## src/hw/rtl/mvbr_pkg.sv

```systemverilog
// ----------------------------------------------------------------------------
// mvbr_pkg
// shared types, field widths and request codes for the dense layer block
// ----------------------------------------------------------------------------
package mvbr_pkg;

    // fixed field widths of the word ports
    localparam int TYPE_W = 2;
    localparam int ROW_W  = 5;
    localparam int COL_W  = 5;
    localparam int DATA_W = 32;
    localparam int OUT_W  = 31;

    // default array shape
    localparam int DEF_ROWS = 32;
    localparam int DEF_COLS = 32;

    // request codes
    typedef enum logic [TYPE_W-1:0] {
        REQ_VEC    = 2'd0,
        REQ_BIAS   = 2'd1,
        REQ_WEIGHT = 2'd2,
        REQ_START  = 2'd3
    } t_req;

    // controller to datapath commands
    typedef struct packed {
        logic load;   // load word accepted this cycle
        logic clear;  // compute run accepted, rewind sequence counters
        logic step;   // issue one multiply-accumulate read
    } t_cmd;

    // datapath to controller status
    typedef struct packed {
        logic issue_last;  // current position is the last row and column
        logic run_done;    // final row result on the output this cycle
    } t_sts;

endpackage

```

## src/hw/rtl/mvbr_ctrl.sv

```systemverilog
// ----------------------------------------------------------------------------
// mvbr_ctrl
// controller: accepts words, sequences a compute run and drives busy
// ----------------------------------------------------------------------------
module mvbr_ctrl (
    input  logic                             i_clk,
    input  logic                             i_rst_n,
    input  logic                             start,
    input  logic [mvbr_pkg::TYPE_W-1:0]      i_req_type,
    input  mvbr_pkg::t_sts                   i_sts,
    output mvbr_pkg::t_cmd                   o_cmd,
    output logic                             busy
);

    typedef enum logic [1:0] {
        ST_IDLE,
        ST_RUN,
        ST_DRAIN
    } t_state;

    t_state r_state;
    logic   r_busy;
    logic   accept;
    logic   is_run;

    assign accept = start & ~r_busy;
    assign is_run = (i_req_type == mvbr_pkg::REQ_START);

    always_comb begin
        o_cmd       = '0;
        o_cmd.load  = accept & ~is_run;
        o_cmd.clear = accept & is_run;
        o_cmd.step  = (r_state == ST_RUN);
    end

    always_ff @(posedge i_clk) begin
        if (!i_rst_n) begin
            r_state <= ST_IDLE;
            r_busy  <= 1'b0;
        end else begin
            case (r_state)
                ST_IDLE: begin
                    if (accept && is_run) begin
                        r_state <= ST_RUN;
                        r_busy  <= 1'b1;
                    end
                end
                ST_RUN: begin
                    if (i_sts.issue_last) begin
                        r_state <= ST_DRAIN;
                    end
                end
                ST_DRAIN: begin
                    if (i_sts.run_done) begin
                        r_state <= ST_IDLE;
                        r_busy  <= 1'b0;
                    end
                end
                default: begin
                    r_state <= ST_IDLE;
                    r_busy  <= 1'b0;
                end
            endcase
        end
    end

    assign busy = r_busy;

endmodule

```

## config.mk

```make
export PLATFORM = sky130hd
export DESIGN_NAME = mvbr_ctrl
export DESIGN_NICKNAME = d
export VERILOG_FILES = /design/src/hw/rtl/mvbr_pkg.sv /design/src/hw/rtl/mvbr_ctrl.sv
export SDC_FILE = /design/constraint.sdc
export NUM_CORES = 1
export LEC_CHECK = 0
export BUFFER_PORTS_ARGS = -buffer_cell sky130_fd_sc_hd__buf_2
export CAP_MARGIN = 10
export CORE_AREA = 4 4 41 43
export CTS_CLUSTER_DIAMETER = 60
export DETAILED_ROUTE_END_ITERATION = 10
export DIE_AREA = 0 0 45 47
export SLEW_MARGIN = 20
export SYNTH_ARGS = -nofsm -noshare
export SYNTH_HDL_FRONTEND = slang
export SYNTH_SLANG_ARGS = --single-unit
```

## constraint.sdc

```tcl
create_clock -name i_clk -period 1 [get_ports i_clk]
set_input_delay 0 -clock i_clk [delete_from_list [all_inputs] [get_ports i_clk]]
set_output_delay 0 -clock i_clk [all_outputs]
set_load 0.05 [all_outputs]
```

# == Yosys cells after proc, flatten, opt, wreduce, memory -nomap -nowiden ==
# Index checks and enable logic that the tools add are counted.
# op_classes
n_reduce_logical,4
n_eq_ne,6
n_bitwise,6
muxes,7
# ops
op,n
$mux W2,3
$ne A2 B2 Y1 const B,3
$pmux W2 S3,1
$reduce_and A3 Y1,2
$eq A2 B2 Y1 const B,2
$and A1 B1 Y1,3
$not A1 Y1,3
$pmux W1 S3,1
$eq A2 B1 Y1 const B,1
$logic_not A2 Y1,1
$mux W1,2
$logic_and A1 B1 Y1,1
# word_totals
out_inout_bits,4
regBits,3
input_bits,7

# == Depth between registers and ports, before layout ==
# logic_depth
word_depth,5
depth_mapped,3

# == Worst setup path after synthesis ==
# Ideal clock, no wire load.
# synth_timing
path_type,reg-to-output
startpoint,"register r_busy, in the netlist busy"
endpoint,output o_cmd[2] in the netlist's numbering
required_time_ns,1.000
arrival_ns,1.451
path_buffers,0
slack_ns,-0.451
path_stages_with_launch,3
cell_sequence,dfxtp_1 -> nand2b_1 -> a21oi_1
# synth_lines
element,line,source
"start, declared",mvbr_ctrl.sv:22,logic r_busy;
"start signal, assigned",mvbr_ctrl.sv:39,r_busy <= 1'b0;
"start signal, assigned",mvbr_ctrl.sv:45,r_busy <= 1'b1;
"start signal, assigned",mvbr_ctrl.sv:56,r_busy <= 1'b0;
"end, declared",mvbr_ctrl.sv:11,"output mvbr_pkg::t_cmd o_cmd,"

==> impl_metrics.tcl <==
set metrics [dict create \
    run_status "complete, but fails checks" \
    violations "setup timing" \
    synth_area_per_cell_sq_um 8.55 \
    wl_microns 380 \
    wl_per_cell_microns 7.92 \
    rsz0062_at_grt "yes" \
    crit_buf_inv 1 \
    fin_nets 41 \
    drive_above_1_share 0.545 \
    path_max_fanout 4 \
    grt_usage 0.0568 \
    synth_cells 18 \
    gr-total-overflow 0 \
    fmaxAchievable_mhz 964 \
    fill_cells 146 \
    yosysUniqueCellTypes 13 \
    ir_drop_mv 0.313 \
    ios 11 \
    grt_max_degree 6 \
    synth-compound-area-share 0.203 \
    crit_required_ps 1000 \
    hp-class "in2reg" \
    maxCapViolCount 0 \
    synth_area_leader_cell "dfxtp_1" \
    path_delay_family "flip-flops" \
    period_share 1.04 \
    use_met3 0.0575 \
    core_sq_um 1300 \
    die-area_sq_um 2120 \
    use_met1 0.0452 \
    yosys-mux-area-fraction 0 \
    drc 0 \
    synth_fp_nets 25 \
    grt_pass1_wl_microns 683 \
    ys_warn_count 0 \
    setup_viol 1 \
    fin_setup_tns_ps -37.2 \
    synth-simple-area-share 0.382 \
    yosys.area_share.adder 0 \
    grt_use_met2 0.0621 \
    cp-end-kind "output port" \
    tightest_slew_ps 266 \
    slew_violations 0 \
    antenna_found_initial 0 \
    routabilityCongestion 0.715 \
    stdcell_count 48 \
    cts-buffers-inserted 3 \
    drt-initial-drc-count 1 \
    ys_seq_area_frac 0.390 \
    path_clk_slew_ps 40 \
    cp_slowest_cell "dfxtp_4" \
    placedCellCount 43 \
    cts_tree "built" \
    synth_area_leaders "dfxtp_1 (39%), nor2b_1 (8.1%), and4b_2 (7.3%)" \
    leakagePower_nw 0.124 \
    grt_pass1_vias 169 \
    cts-root-buf "clkbuf_4" \
    finalHoldViolCount 0 \
    cp.arrival_ps 1040 \
    die_y_microns 47 \
    h-tree-depth 1 \
    insertion_delay_ps 230 \
    syn_to_final_growth_pct 92.7 \
    fin_area_sq_um 297 \
    synth_top_family_by_area "simple AND/OR/NAND/NOR gates" \
    grt-busiest-layer "met4" \
    fin_ws_ps -37.2 \
    slew-limit-headroom 0.820 \
    final_antenna_net_count 0 \
    dr.pass1.iters 2 \
    yosys.area.top_type_share 0.390 \
    syn_area_sq_um 154 \
    finClkSkew_ps 2.32 \
    synthXorXnorAreaFrac 0 \
    rows 13 \
    place_area_sq_um 240 \
    crit_chain "and4b_4 > buf_8" \
    viasPerCell 4.06 \
    holdBufCountCts 0 \
    clockBufferDepth 2 \
    path_class "reg2out" \
    antennaDiodeCount 0 \
    synth-seq-cells 3 \
    dr_total_vias 195 \
    die_w_microns 45 \
    fin_crit_ps 1040 \
    critPathLaunchType "register" \
    power.density_nw_per_um2 1440 \
    cp_slowest_stage_delay_ps 330 \
    portBuffers 10 \
    clkSinkCount 3 \
    initial_core_util 0.118 \
]
## state kept, by name, summed over array words and instances, names as in the netlist
signal	cells
busy	1
r_state	2
## timing repair
item,in CTS,in global routing
buffers inserted,1,0
setup endpoints to repair,3,4
gates resized for setup,6,1
## placed cells by master (no fill, tap or decap), types with 2 or more instances in the layout
cell type,n
buf_2,7
buf_6,2
clkbuf_4,3
dfxtp_1,2
nor2_1,2
## metrics by stage
stage / worst slack, ps / hold slack [ps] / utilization / power (mW)
after detailed placement: 92.5 / 274 / 0.185 / 0.209
final: -37.2 / 33.5 / 0.228 / 0.426
after global placement: 103 / 283 / 0.185 / 0.209
after floorplan: -101 / 128 / - / 0.183
after global routing: -95.4 / 44.8 / 0.228 / 0.471
after CTS: -51.4 / 32.4 / 0.225 / 0.437
## synthesized netlist by cell type (all sizes together)
master,n
dfxtp,3
a21oi,2
nor2,2
nor2b,2
a21boi,1
a31o,1
and4b,1
inv,1
nand2,1
nand2b,1
nor3b,1
nor4bb,1
o21ai,1
## final timing paths
| kind | from | to | slack (ps) | depth (start not counted) |
|---|---|---|---|---|
| hold / removal | i_rst_n | r_state[1]$_SDFFE_PN0P_ | 30 | 2 |
| setup / recovery | busy$_SDFFE_PN0P_ | o_cmd[1] | -40 | 2 |
| setup reg to reg | busy$_SDFFE_PN0P_ | busy$_SDFFE_PN0P_ | 10 | 4 |
| hold reg to reg | busy$_SDFFE_PN0P_ | busy$_SDFFE_PN0P_ | 500 | 2 |
## cell type report
type,instances,area [sq um],share of cell area
inverters,1,3.75,0.0127
flip-flops and latches,3,63.8,0.215
clock buffers,4,26.3,0.0886
repair buffers,11,80.1,0.270
multi-input cells,14,104,0.350
well taps,15,18.8,0.0633
## metal layers
metal	wire length, microns	vias to the layer above	part of all wire
met5	0	-	0
met4	9	0	0.024
met3	66	2	0.17
met2	167	8	0.44
met1	137	89	0.36
li1	-	96	-
## power breakdown
group          switching [mW]  internal [mW]
registers             0.00455          0.124
clock network          0.0570          0.149
logic                  0.0513         0.0397
total                   0.113          0.313
## cell families (layout without fill, tap and decap cells)
family,after synthesis,count (layout)
compound gates,5,5
buf+inv,1,16
flops,3,3
simple gates,9,9
Power figures use the tool's default switching activity.
